File: src/rtl/fbfl_pkg.sv
// Shared types and constants of the fixed block free-list allocator.
package fbfl_pkg;

  localparam int IDX_W       = 8;
  localparam int CNT_W       = 9;
  localparam int BYTES_W     = 17;
  localparam int OFF_W       = 24;
  localparam int CFG_IDX_W   = 1;
  localparam int CFG_DATA_W  = 17;
  localparam int INDEX_SPACE = 256;

  localparam logic [BYTES_W-1:0] MIN_BYTES = 17'd16;
  localparam logic [BYTES_W-1:0] RESET_BYTES = 17'd64;
  localparam logic [CNT_W-1:0] RESET_BLOCKS = 9'd256;

  localparam logic [CFG_IDX_W-1:0] REG_BLOCKS_IN_USE = 1'd0;
  localparam logic [CFG_IDX_W-1:0] REG_BLOCK_BYTES   = 1'd1;

  localparam logic ACT_ALLOC = 1'b0;
  localparam logic ACT_FREE  = 1'b1;

  typedef enum logic [1:0] {
    STATUS_OK    = 2'd0,
    STATUS_EMPTY = 2'd1,
    STATUS_RANGE = 2'd2
  } status_t;

  typedef struct packed {
    logic             action;
    logic [IDX_W-1:0] block_index;
  } req_t;

  typedef struct packed {
    status_t          status;
    logic [IDX_W-1:0] granted_index;
    logic [OFF_W-1:0] byte_offset;
    logic [CNT_W-1:0] free_blocks;
  } rsp_t;

  // One link word: successor index plus end-of-list mark.
  typedef struct packed {
    logic             tail;
    logic [IDX_W-1:0] link;
  } link_t;

  typedef struct packed {
    logic             we;
    logic [IDX_W-1:0] waddr;
    link_t            wdata;
    logic             re;
    logic [IDX_W-1:0] raddr;
    logic             clear;
  } mem_req_t;

  typedef struct packed {
    logic               rebuild;
    logic [CNT_W-1:0]   rebuild_pool;
    logic [CNT_W-1:0]   pool;
    logic [BYTES_W-1:0] bytes;
  } ctrl_cfg_t;

endpackage

File: src/rtl/fbfl_stream_if.sv
// Valid/ready stream interface used by the request and response channels.
interface fbfl_stream_if #(
  parameter type T = logic
) ();
  logic valid;
  logic ready;
  T     payload;

  modport source (output valid, output payload, input ready);
  modport sink (input valid, input payload, output ready);
endinterface

File: src/rtl/fbfl_link_mem.sv
// Link memory: successor and tail mark per block, with per-entry valid bits.
module fbfl_link_mem
  import fbfl_pkg::*;
#(
  parameter int DEPTH = 256
) (
  input  logic     clk,
  input  logic     rst,
  input  mem_req_t mreq,
  output link_t    rdata
);

  localparam int AW = $clog2(DEPTH);

  link_t            mem [DEPTH];
  logic [DEPTH-1:0] valid;
  link_t            rd_q;
  logic             rd_valid_q;
  logic [AW-1:0]    rd_addr_q;
  logic [AW-1:0]    prev_addr;
  link_t            init_word;

  always_ff @(posedge clk) begin
    if (mreq.we) begin
      mem[mreq.waddr[AW-1:0]] <= mreq.wdata;
    end
    if (mreq.re) begin
      rd_q      <= mem[mreq.raddr[AW-1:0]];
      rd_addr_q <= mreq.raddr[AW-1:0];
    end
  end

  always_ff @(posedge clk) begin
    if (rst || mreq.clear) begin
      valid <= '0;
    end else if (mreq.we) begin
      valid[mreq.waddr[AW-1:0]] <= 1'b1;
    end
  end

  always_ff @(posedge clk) begin
    if (rst) begin
      rd_valid_q <= 1'b0;
    end else if (mreq.re) begin
      rd_valid_q <= valid[mreq.raddr[AW-1:0]];
    end
  end

  // An unwritten entry reads as the initial chain: i links to i minus one.
  assign prev_addr      = rd_addr_q - AW'(1);
  assign init_word.tail = (rd_addr_q == '0);
  assign init_word.link = (rd_addr_q == '0) ? '0 : IDX_W'(prev_addr);

  assign rdata = rd_valid_q ? rd_q : init_word;

endmodule

File: src/rtl/fbfl_ctrl.sv
// Free-list controller: head, count, request sequencing and result register.
module fbfl_ctrl
  import fbfl_pkg::*;
#(
  parameter int DEPTH = 256
) (
  input  logic      clk,
  input  logic      rst,
  fbfl_stream_if.sink   req,
  fbfl_stream_if.source rsp,
  input  ctrl_cfg_t cfg,
  output mem_req_t  mreq,
  input  link_t     rdata
);

  localparam logic [CNT_W-1:0] DEPTH_C   = CNT_W'(DEPTH);
  localparam logic [CNT_W-1:0] DEPTH_M1  = CNT_W'(DEPTH - 1);

  typedef enum logic [1:0] {
    ST_IDLE  = 2'b01,
    ST_FETCH = 2'b10
  } state_t;

  state_t                     state, state_next;
  logic [IDX_W-1:0]           head, head_next;
  logic                       empty, empty_next;
  logic [CNT_W-1:0]           total, total_next;
  logic                       out_valid, out_valid_next;
  rsp_t                       out_data, out_next;
  logic                       accept;
  logic                       head_ok;
  logic [BYTES_W-1:0]         eff_bytes;
  logic [IDX_W+BYTES_W-1:0]   product;
  logic [CNT_W-1:0]           pool_m1;
  req_t                       item;

  assign item      = req.payload;
  assign req.ready = (state == ST_IDLE) && (!out_valid || rsp.ready);
  assign accept    = req.valid && req.ready;
  assign rsp.valid   = out_valid;
  assign rsp.payload = out_data;

  assign head_ok   = !empty && ({1'b0, head} < DEPTH_C);
  assign eff_bytes = (cfg.bytes < MIN_BYTES) ? MIN_BYTES : cfg.bytes;
  assign product   = head * eff_bytes;
  assign pool_m1   = cfg.rebuild_pool - CNT_W'(1);

  always_comb begin
    state_next     = state;
    head_next      = head;
    empty_next     = empty;
    total_next     = total;
    out_valid_next = out_valid && !rsp.ready;
    out_next       = out_data;
    mreq           = '0;

    if (accept) begin
      if (item.action == ACT_ALLOC) begin
        if (head_ok) begin
          mreq.re    = 1'b1;
          mreq.raddr = head;
          state_next = ST_FETCH;
        end else begin
          out_valid_next = 1'b1;
          out_next       = '{STATUS_EMPTY, '0, '0, total};
        end
      end else begin
        if ({1'b0, item.block_index} >= cfg.pool) begin
          out_valid_next = 1'b1;
          out_next       = '{STATUS_RANGE, '0, '0, total};
        end else begin
          mreq.we         = 1'b1;
          mreq.waddr      = item.block_index;
          mreq.wdata.tail = empty;
          mreq.wdata.link = head;
          head_next       = item.block_index;
          empty_next      = 1'b0;
          total_next      = (total < cfg.pool) ? total + CNT_W'(1) : total;
          out_valid_next  = 1'b1;
          out_next        = '{STATUS_OK, '0, '0, total_next};
        end
      end
    end

    if (state == ST_FETCH) begin
      head_next      = rdata.link;
      empty_next     = rdata.tail;
      total_next     = (total != '0) ? total - CNT_W'(1) : total;
      out_valid_next = 1'b1;
      out_next       = '{STATUS_OK, head, product[OFF_W-1:0], total_next};
      state_next     = ST_IDLE;
    end

    // Rewriting the pool size rebuilds the whole list.
    if (cfg.rebuild) begin
      mreq.clear = 1'b1;
      empty_next = (cfg.rebuild_pool == '0);
      head_next  = (cfg.rebuild_pool == '0) ? '0 : pool_m1[IDX_W-1:0];
      total_next = cfg.rebuild_pool;
    end
  end

  always_ff @(posedge clk) begin
    if (rst) begin
      state     <= ST_IDLE;
      head      <= DEPTH_M1[IDX_W-1:0];
      empty     <= 1'b0;
      total     <= DEPTH_C;
      out_valid <= 1'b0;
    end else begin
      state     <= state_next;
      head      <= head_next;
      empty     <= empty_next;
      total     <= total_next;
      out_valid <= out_valid_next;
    end
  end

  always_ff @(posedge clk) begin
    out_data <= out_next;
  end

`ifndef SYNTHESIS
  a_total_le_pool: assert property (@(posedge clk) disable iff (rst)
    total <= cfg.pool)
    else $error("free count exceeds pool size");

  a_fetch_out_free: assert property (@(posedge clk) disable iff (rst)
    (state == ST_FETCH) |-> !out_valid)
    else $error("result register busy during link fetch");

  a_head_in_pool: assert property (@(posedge clk) disable iff (rst)
    !empty |-> ({1'b0, head} < cfg.pool))
    else $error("list head outside pool");

  a_alloc_fetch: assert property (@(posedge clk) disable iff (rst)
    (accept && item.action == ACT_ALLOC && head_ok && !cfg.rebuild)
      |=> (state == ST_FETCH))
    else $error("allocate did not start link fetch");
`endif

endmodule

File: src/rtl/fixed_block_free_list_allocator.sv
// Top level of the fixed block free-list allocator.
//
//   channel  dir  handshake      payload
//   req      in   valid/ready    action, block_index
//   rsp      out  valid/ready    status, granted_index, byte_offset, free_blocks
//   cfg      in   cfg_we only    cfg_index, cfg_wdata
//
// A free puts its result in the output register in the cycle after it is
// taken. An allocate reads the head entry through the registered link memory
// read in the fetch state, and its result is registered after that. Reset
// and a write of blocks_in_use rebuild the list at once: the link memory
// valid bits all clear together and unwritten entries read as the initial
// chain. A stalled result holds in the output register; a new request is
// taken while idle as soon as that register is being emptied.
module fixed_block_free_list_allocator
  import fbfl_pkg::*;
#(
  parameter int MAX_BLOCKS = 256
) (
  input  logic                  clk,
  input  logic                  rst,
  input  logic                  cfg_we,
  input  logic [CFG_IDX_W-1:0]  cfg_index,
  input  logic [CFG_DATA_W-1:0] cfg_wdata,
  fbfl_stream_if.sink           req,
  fbfl_stream_if.source         rsp
);

  // Indices are 8 bits wide, so no more than 256 blocks are ever addressed.
  localparam int DEPTH = (MAX_BLOCKS < INDEX_SPACE) ? MAX_BLOCKS : INDEX_SPACE;
  localparam logic [CNT_W-1:0] DEPTH_C = CNT_W'(DEPTH);

  logic [CNT_W-1:0]   blocks_in_use;
  logic [BYTES_W-1:0] block_bytes;
  logic [CNT_W-1:0]   new_blocks;
  ctrl_cfg_t          cfg;
  mem_req_t           mreq;
  link_t              rdata;

  // Hold the configuration registers; only the low bits of a beat count.
  always_ff @(posedge clk) begin
    if (rst) begin
      blocks_in_use <= RESET_BLOCKS;
      block_bytes   <= RESET_BYTES;
    end else if (cfg_we) begin
      if (cfg_index == REG_BLOCKS_IN_USE) begin
        blocks_in_use <= cfg_wdata[CNT_W-1:0];
      end else if (cfg_index == REG_BLOCK_BYTES) begin
        block_bytes <= cfg_wdata[BYTES_W-1:0];
      end
    end
  end

  // Limit the pool to the memory depth; the new size is used on the write
  // cycle itself so the list is ready on the very next cycle.
  assign new_blocks       = cfg_wdata[CNT_W-1:0];
  assign cfg.pool         = (blocks_in_use > DEPTH_C) ? DEPTH_C : blocks_in_use;
  assign cfg.rebuild_pool = (new_blocks > DEPTH_C) ? DEPTH_C : new_blocks;
  assign cfg.rebuild      = cfg_we && (cfg_index == REG_BLOCKS_IN_USE);
  assign cfg.bytes        = block_bytes;

  fbfl_ctrl #(
    .DEPTH (DEPTH)
  ) u_ctrl (
    .clk   (clk),
    .rst   (rst),
    .req   (req),
    .rsp   (rsp),
    .cfg   (cfg),
    .mreq  (mreq),
    .rdata (rdata)
  );

  fbfl_link_mem #(
    .DEPTH (DEPTH)
  ) u_link_mem (
    .clk   (clk),
    .rst   (rst),
    .mreq  (mreq),
    .rdata (rdata)
  );

endmodule
File: src/flat_wrapper.sv
// flat-port wrapper written by rule: the top's interface ports become plain ports
module fixed_block_free_list_allocator_flat import fbfl_pkg::*;
#(
  parameter int MAX_BLOCKS = 256
)
  (clk, rst, cfg_we, cfg_index, cfg_wdata, req_valid, req_payload, req_ready, rsp_valid, rsp_payload, rsp_ready);
  fbfl_stream_if req_i ();
  fbfl_stream_if rsp_i ();
  input  logic clk;
  input  logic rst;
  input  logic cfg_we;
  input  logic [CFG_IDX_W-1:0] cfg_index;
  input  logic [CFG_DATA_W-1:0] cfg_wdata;
  input wire logic [$bits(req_i.valid)-1:0] req_valid;
  input wire logic [$bits(req_i.payload)-1:0] req_payload;
  output wire logic [$bits(req_i.ready)-1:0] req_ready;
  output wire logic [$bits(rsp_i.valid)-1:0] rsp_valid;
  output wire logic [$bits(rsp_i.payload)-1:0] rsp_payload;
  input wire logic [$bits(rsp_i.ready)-1:0] rsp_ready;
  assign req_i.valid = req_valid;
  assign req_i.payload = req_payload;
  assign req_ready = req_i.ready;
  assign rsp_valid = rsp_i.valid;
  assign rsp_payload = rsp_i.payload;
  assign rsp_i.ready = rsp_ready;
  fixed_block_free_list_allocator #(.MAX_BLOCKS(MAX_BLOCKS)) u_core (.clk(clk), .rst(rst), .cfg_we(cfg_we), .cfg_index(cfg_index), .cfg_wdata(cfg_wdata), .req(req_i), .rsp(rsp_i));
endmodule
File: config.mk
export PLATFORM = sky130hd
export DESIGN_NAME = fixed_block_free_list_allocator_flat
export DESIGN_NICKNAME = d
export VERILOG_FILES = /design/src/rtl/fbfl_pkg.sv /design/src/rtl/fbfl_stream_if.sv /design/src/rtl/fbfl_link_mem.sv /design/src/rtl/fbfl_ctrl.sv /design/src/rtl/fixed_block_free_list_allocator.sv /design/src/flat_wrapper.sv
export SDC_FILE = /design/constraint.sdc
export NUM_CORES = 1
export LEC_CHECK = 0
export ABC_AREA = 1
export BUFFER_PORTS_ARGS = -buffer_cell sky130_fd_sc_hd__buf_2
export CAP_MARGIN = 20
export CORE_MARGIN = 5
export CORE_UTILIZATION = 61
export DETAILED_ROUTE_END_ITERATION = 16
export GPL_TIMING_DRIVEN = 0
export PLACE_DENSITY = 0.85
export SLEW_MARGIN = 20
export SYNTH_ARGS = -nofsm -noshare
export SYNTH_HDL_FRONTEND = slang
export SYNTH_SLANG_ARGS = --single-unit
File: constraint.sdc
create_clock -name clk -period 4.3 [get_ports clk]
set_input_delay 1.29 -clock clk [delete_from_list [all_inputs] [get_ports clk]]
set_output_delay 1.29 -clock clk [all_outputs]
set_load 0.02 [all_outputs]
==> key figures <==
Global routing
  • Total Routing Usage GR: between 20% and 30%
  • Antenna violations before repair: 0
  • Global-route wire length before repair: 6540 um
  • GRT Residual Overflow: 0
  • Vias in the first global route: 1,496
  • Largest net degree at the start of global routing: 12

CTS
  • Post-CTS sizing: 0
  • Total CTS buffers: 5
  • CTS clk-pin slew, worst paths: 0.10 ns
  • CTS H-tree lvls: 2
  • Clk root buf: clkbuf_4
  • Clock buffer depth: 2
  • Sink Count: 30
  • Skew-Pair Late Insertion Delay: 0.33 ns
  • CTS tree: done
  • # hold bufs at CTS: 0
  • Setup Fix Bufs, Post-CTS: 0

Logic synthesis
  • Sequential cell area fraction in the yosys report: 38.3%
  • Mapped cell area: approximately 1800 um^2
  • Mapped Nets: 269
  • Cell count after synthesis: around 240
  • #FFs+latches synth: 30
  • Mean Syn Cell Area: 7.48 um^2
  • Synth unique cells: 35
  • Synth Warn #: 0

Floorplanning
  • Core area: approximately 2800 um^2
  • Die W: 64.3 um
  • # rows: 19
  • I/O pin total: 27
  • Initial core utilization: 64.2%
  • Die H: 64.3 um
  • Die area: 4140 um^2

Run
  • Max-Cap Viols: 0

Setup path
  • Required @ worst endpoint: 3.01 ns
  • Critical Path AT: 1.75 ns
  • Crit. path cell count: 4
  • Worst Path Buf+Inv: 2
  • Max stage delay cell, worst path: nor2_1
  • Setup CP Type: in2out
  • Startpoint Class: primary input
  • Crit end category: output pin
  • Worst path max stage delay: 0.15 ns
  • Max FO, Critical Path: 2
  • Reg2Reg Setup Slack: 2.48 ns
  • Largest delay share family, worst path: buffers and inverters
  • Crit-path cells: buf_2 -> nor2_1 -> nor3_2 -> buf_2
  • Worst path most repeated cell: buf_2
  • Worst r2r path cells: 6

STA
  • Slew HR: 43.5%
  • Max-slew violations: 0
  • Setup WS post-layout: 1.26 ns
  • Tmin final: approximately 3 ns
  • Ratio of final minimum period to clock period: 70.8%
  • Highest clock rate: 0.329 GHz
  • Final setup viols: 0
  • Hold Fails Final Rpt: 0
  • Final clock skew: 0.0120 ns
  • Fin Setup TNS: 0 ns
  • Least-Margin Pin Slew: 0.844 ns
  • RSZ-0062 raised after global routing: false

Drt
  • Number of vias per cell: 5.49
  • Routed wire per std cell: 12.6 um
  • Drt total wl: 3740 um
  • # DRC: 0
  • Iteration-0 DRC Markers: 142
  • ANT nets after route: 0
  • Detailed Routing Iterations Pass 1: 5
  • Vias: 1,630

Final layout
  • Ant diodes: 0
  • Fin area: 1980 um^2
  • Area grow syn2layout: 9.86%
  • Layout cells sized above 1: 18.4%
  • Nets: approximately 290

Power and ir drop
  • Clock Power Share: 22.9%
  • Maximum vdd drop: 283 uV
  • Combinational fraction of design power: between 20 and 30%
  • Switching Share: between 30% and 40%
  • Int Pwr: 458 uW
  • Total power: around 700 uW
  • NetSw: roughly 240 uW
  • Lkg Pwr: 0.000942 uW
  • Reg power frac: roughly half
  • P per Cell Area: 352 nW/um^2

Placement
  • Routability Congestion: 0.885
  • Dpl cell area: 1930 um^2
  • Post-DP HPWL: 2920 um
  • Setup WS pre-CTS: 1.22 ns
  • I/O Buffers: 17

Worst hold path
  • Hold Path Stages: 2
  • Hold Path Class: reg2reg

Run status
  • Run status: finished, final reports clean
==> registers in the layout, indices dropped and copies added, names as in the netlist <==
name,count
u_core.u_ctrl.empty,1
u_core.u_ctrl.head,8
u_core.u_ctrl.rsp.payload,1
u_core.u_ctrl.rsp.valid,1
u_core.u_ctrl.state,2
u_core.u_ctrl.total,9
u_core.u_link_mem.rd_addr_q,8
==> worst paths after layout <==
| kind | start | endpoint |
|---|---|---|
| hold reg to reg | u_core.u_ctrl.head[3] | u_core.u_ctrl.head[3] |
| setup reg to reg | u_core.u_ctrl.state[0] | u_core.u_link_mem.rd_addr_q[2] |
| setup / recovery | rsp_ready | req_ready |
| hold / removal | u_core.u_ctrl.head[3] | u_core.u_ctrl.head[3] |
==> power by group through the flow <==
stage / sequential (uW) / combinational, uW / clock [uW]
2_1_floorplan: 351 / 142 / 0
3_5_place_dp: 355 / 187 / 0
4_1_cts: 349 / 188 / 162
6_report: 349 / 188 / 159
3_3_place_gp: 354 / 182 / 0
5_1_grt: 353 / 217 / 177
==> final cells by class <==
| class | count | area (um^2) |
|---|---|---|
| clock buffers | 5 | 37.5 |
| flip-flops and latches | 30 | 691 |
| clock inverters | 3 | 16.3 |
| well taps | 31 | 38.8 |
| repair buffers | 17 | 85.1 |
| multi-input cells | 167 | 945 |
| inverters | 41 | 154 |
| plain buffers | 3 | 12.5 |
| fillers | 254 | 826 |
==> synthesized netlist by cell type <==
| master | n | area share, % |
|---|---|---|
| xnor2_1 | 3 | 1.5 |
| o2111ai_1 | 1 | 0.49 |
| nor3_2 | 3 | 1.7 |
| inv_1 | 35 | 7.3 |
| nand2_1 | 39 | 8.1 |
| ha_1 | 4 | 2.8 |
| nor2_1 | 27 | 5.6 |
| and3_1 | 1 | 0.35 |
| nor3_1 | 1 | 0.28 |
| o21a_1 | 2 | 0.83 |
| nor4_1 | 1 | 0.35 |
| xor2_1 | 10 | 4.9 |
| o22ai_1 | 2 | 0.69 |
| dfxtp_1 | 21 | 23 |
| clkbuf_1 | 2 | 0.42 |
| a211oi_1 | 1 | 0.42 |
| xor2_2 | 1 | 0.90 |
| nand2_2 | 5 | 1.7 |
| o21ai_0 | 22 | 6.1 |
| o21ai_4 | 1 | 0.90 |
| nor2_2 | 5 | 1.7 |
| o211ai_1 | 4 | 1.7 |
| nand4_1 | 2 | 0.69 |
| a21oi_1 | 7 | 1.9 |
| edfxtp_1 | 9 | 15 |
| buf_2 | 1 | 0.28 |
| o21ai_1 | 1 | 0.28 |
| nand2_4 | 2 | 1.2 |
| nand3_1 | 15 | 4.2 |
| a31oi_1 | 3 | 1.0 |
| o221ai_1 | 1 | 0.49 |
| nand3b_1 | 1 | 0.42 |
| a41oi_1 | 1 | 0.49 |
| nand4_2 | 1 | 0.69 |
| inv_2 | 6 | 1.2 |
==> worst register-to-register path, stage by stage, from the launching register on <==
cell and delay (ns):
dfxtp_1 0.36, inv_1 0.07, nor3_2 0.19, nand2_1 0.09
nor2_1 0.65, inv_2 0.19, nor2_1 0.14
==> routing by layer <==
layer  track usage [%]  routed length, um  up-vias
li1                  -                  -      839
met1              26.7               1720      736
met2              32.1               1700       51
met3              4.90                288        4
met4              7.12                 39        0
met5                 0                  0        -
==> metrics by stage <==
step                      std cells  hold slack [ns]  utilization, %
after floorplan                 241            0.437               -
after global placement          289            0.451            68.6
after detailed placement        289            0.462            68.6
after CTS                       297            0.487            70.6
after global routing            297            0.532            70.6
final                           297            0.487            70.6
==> layout by cell type, fill, tap and decap left out, types with 5 or more instances in the layout <==
cell type	netlist	routed
edfxtp_1	9	9
o21ai_0	22	22
a21oi_1	7	7
xor2_1	10	10
nand2_1	39	39
dfxtp_1	21	21
inv_2	6	6
nand3_1	15	15
buf_2	1	18
nor2_2	5	5
clkbuf_4	0	5
nor2_1	27	27
nand2_2	5	5
inv_1	35	35
==> kinds of logic (layout without fill, tap and decap cells) <==
group	Yosys count	count (layout)	synth area share, %
compound gates	46	46	15.3
xor+xnor	14	14	7.22
fa+ha+maj	4	4	2.78
buf+inv	44	69	9.24
flops	30	30	38.3
simple gates	103	103	27.1
No activity file was read; power rests on OpenSTA's default activity.
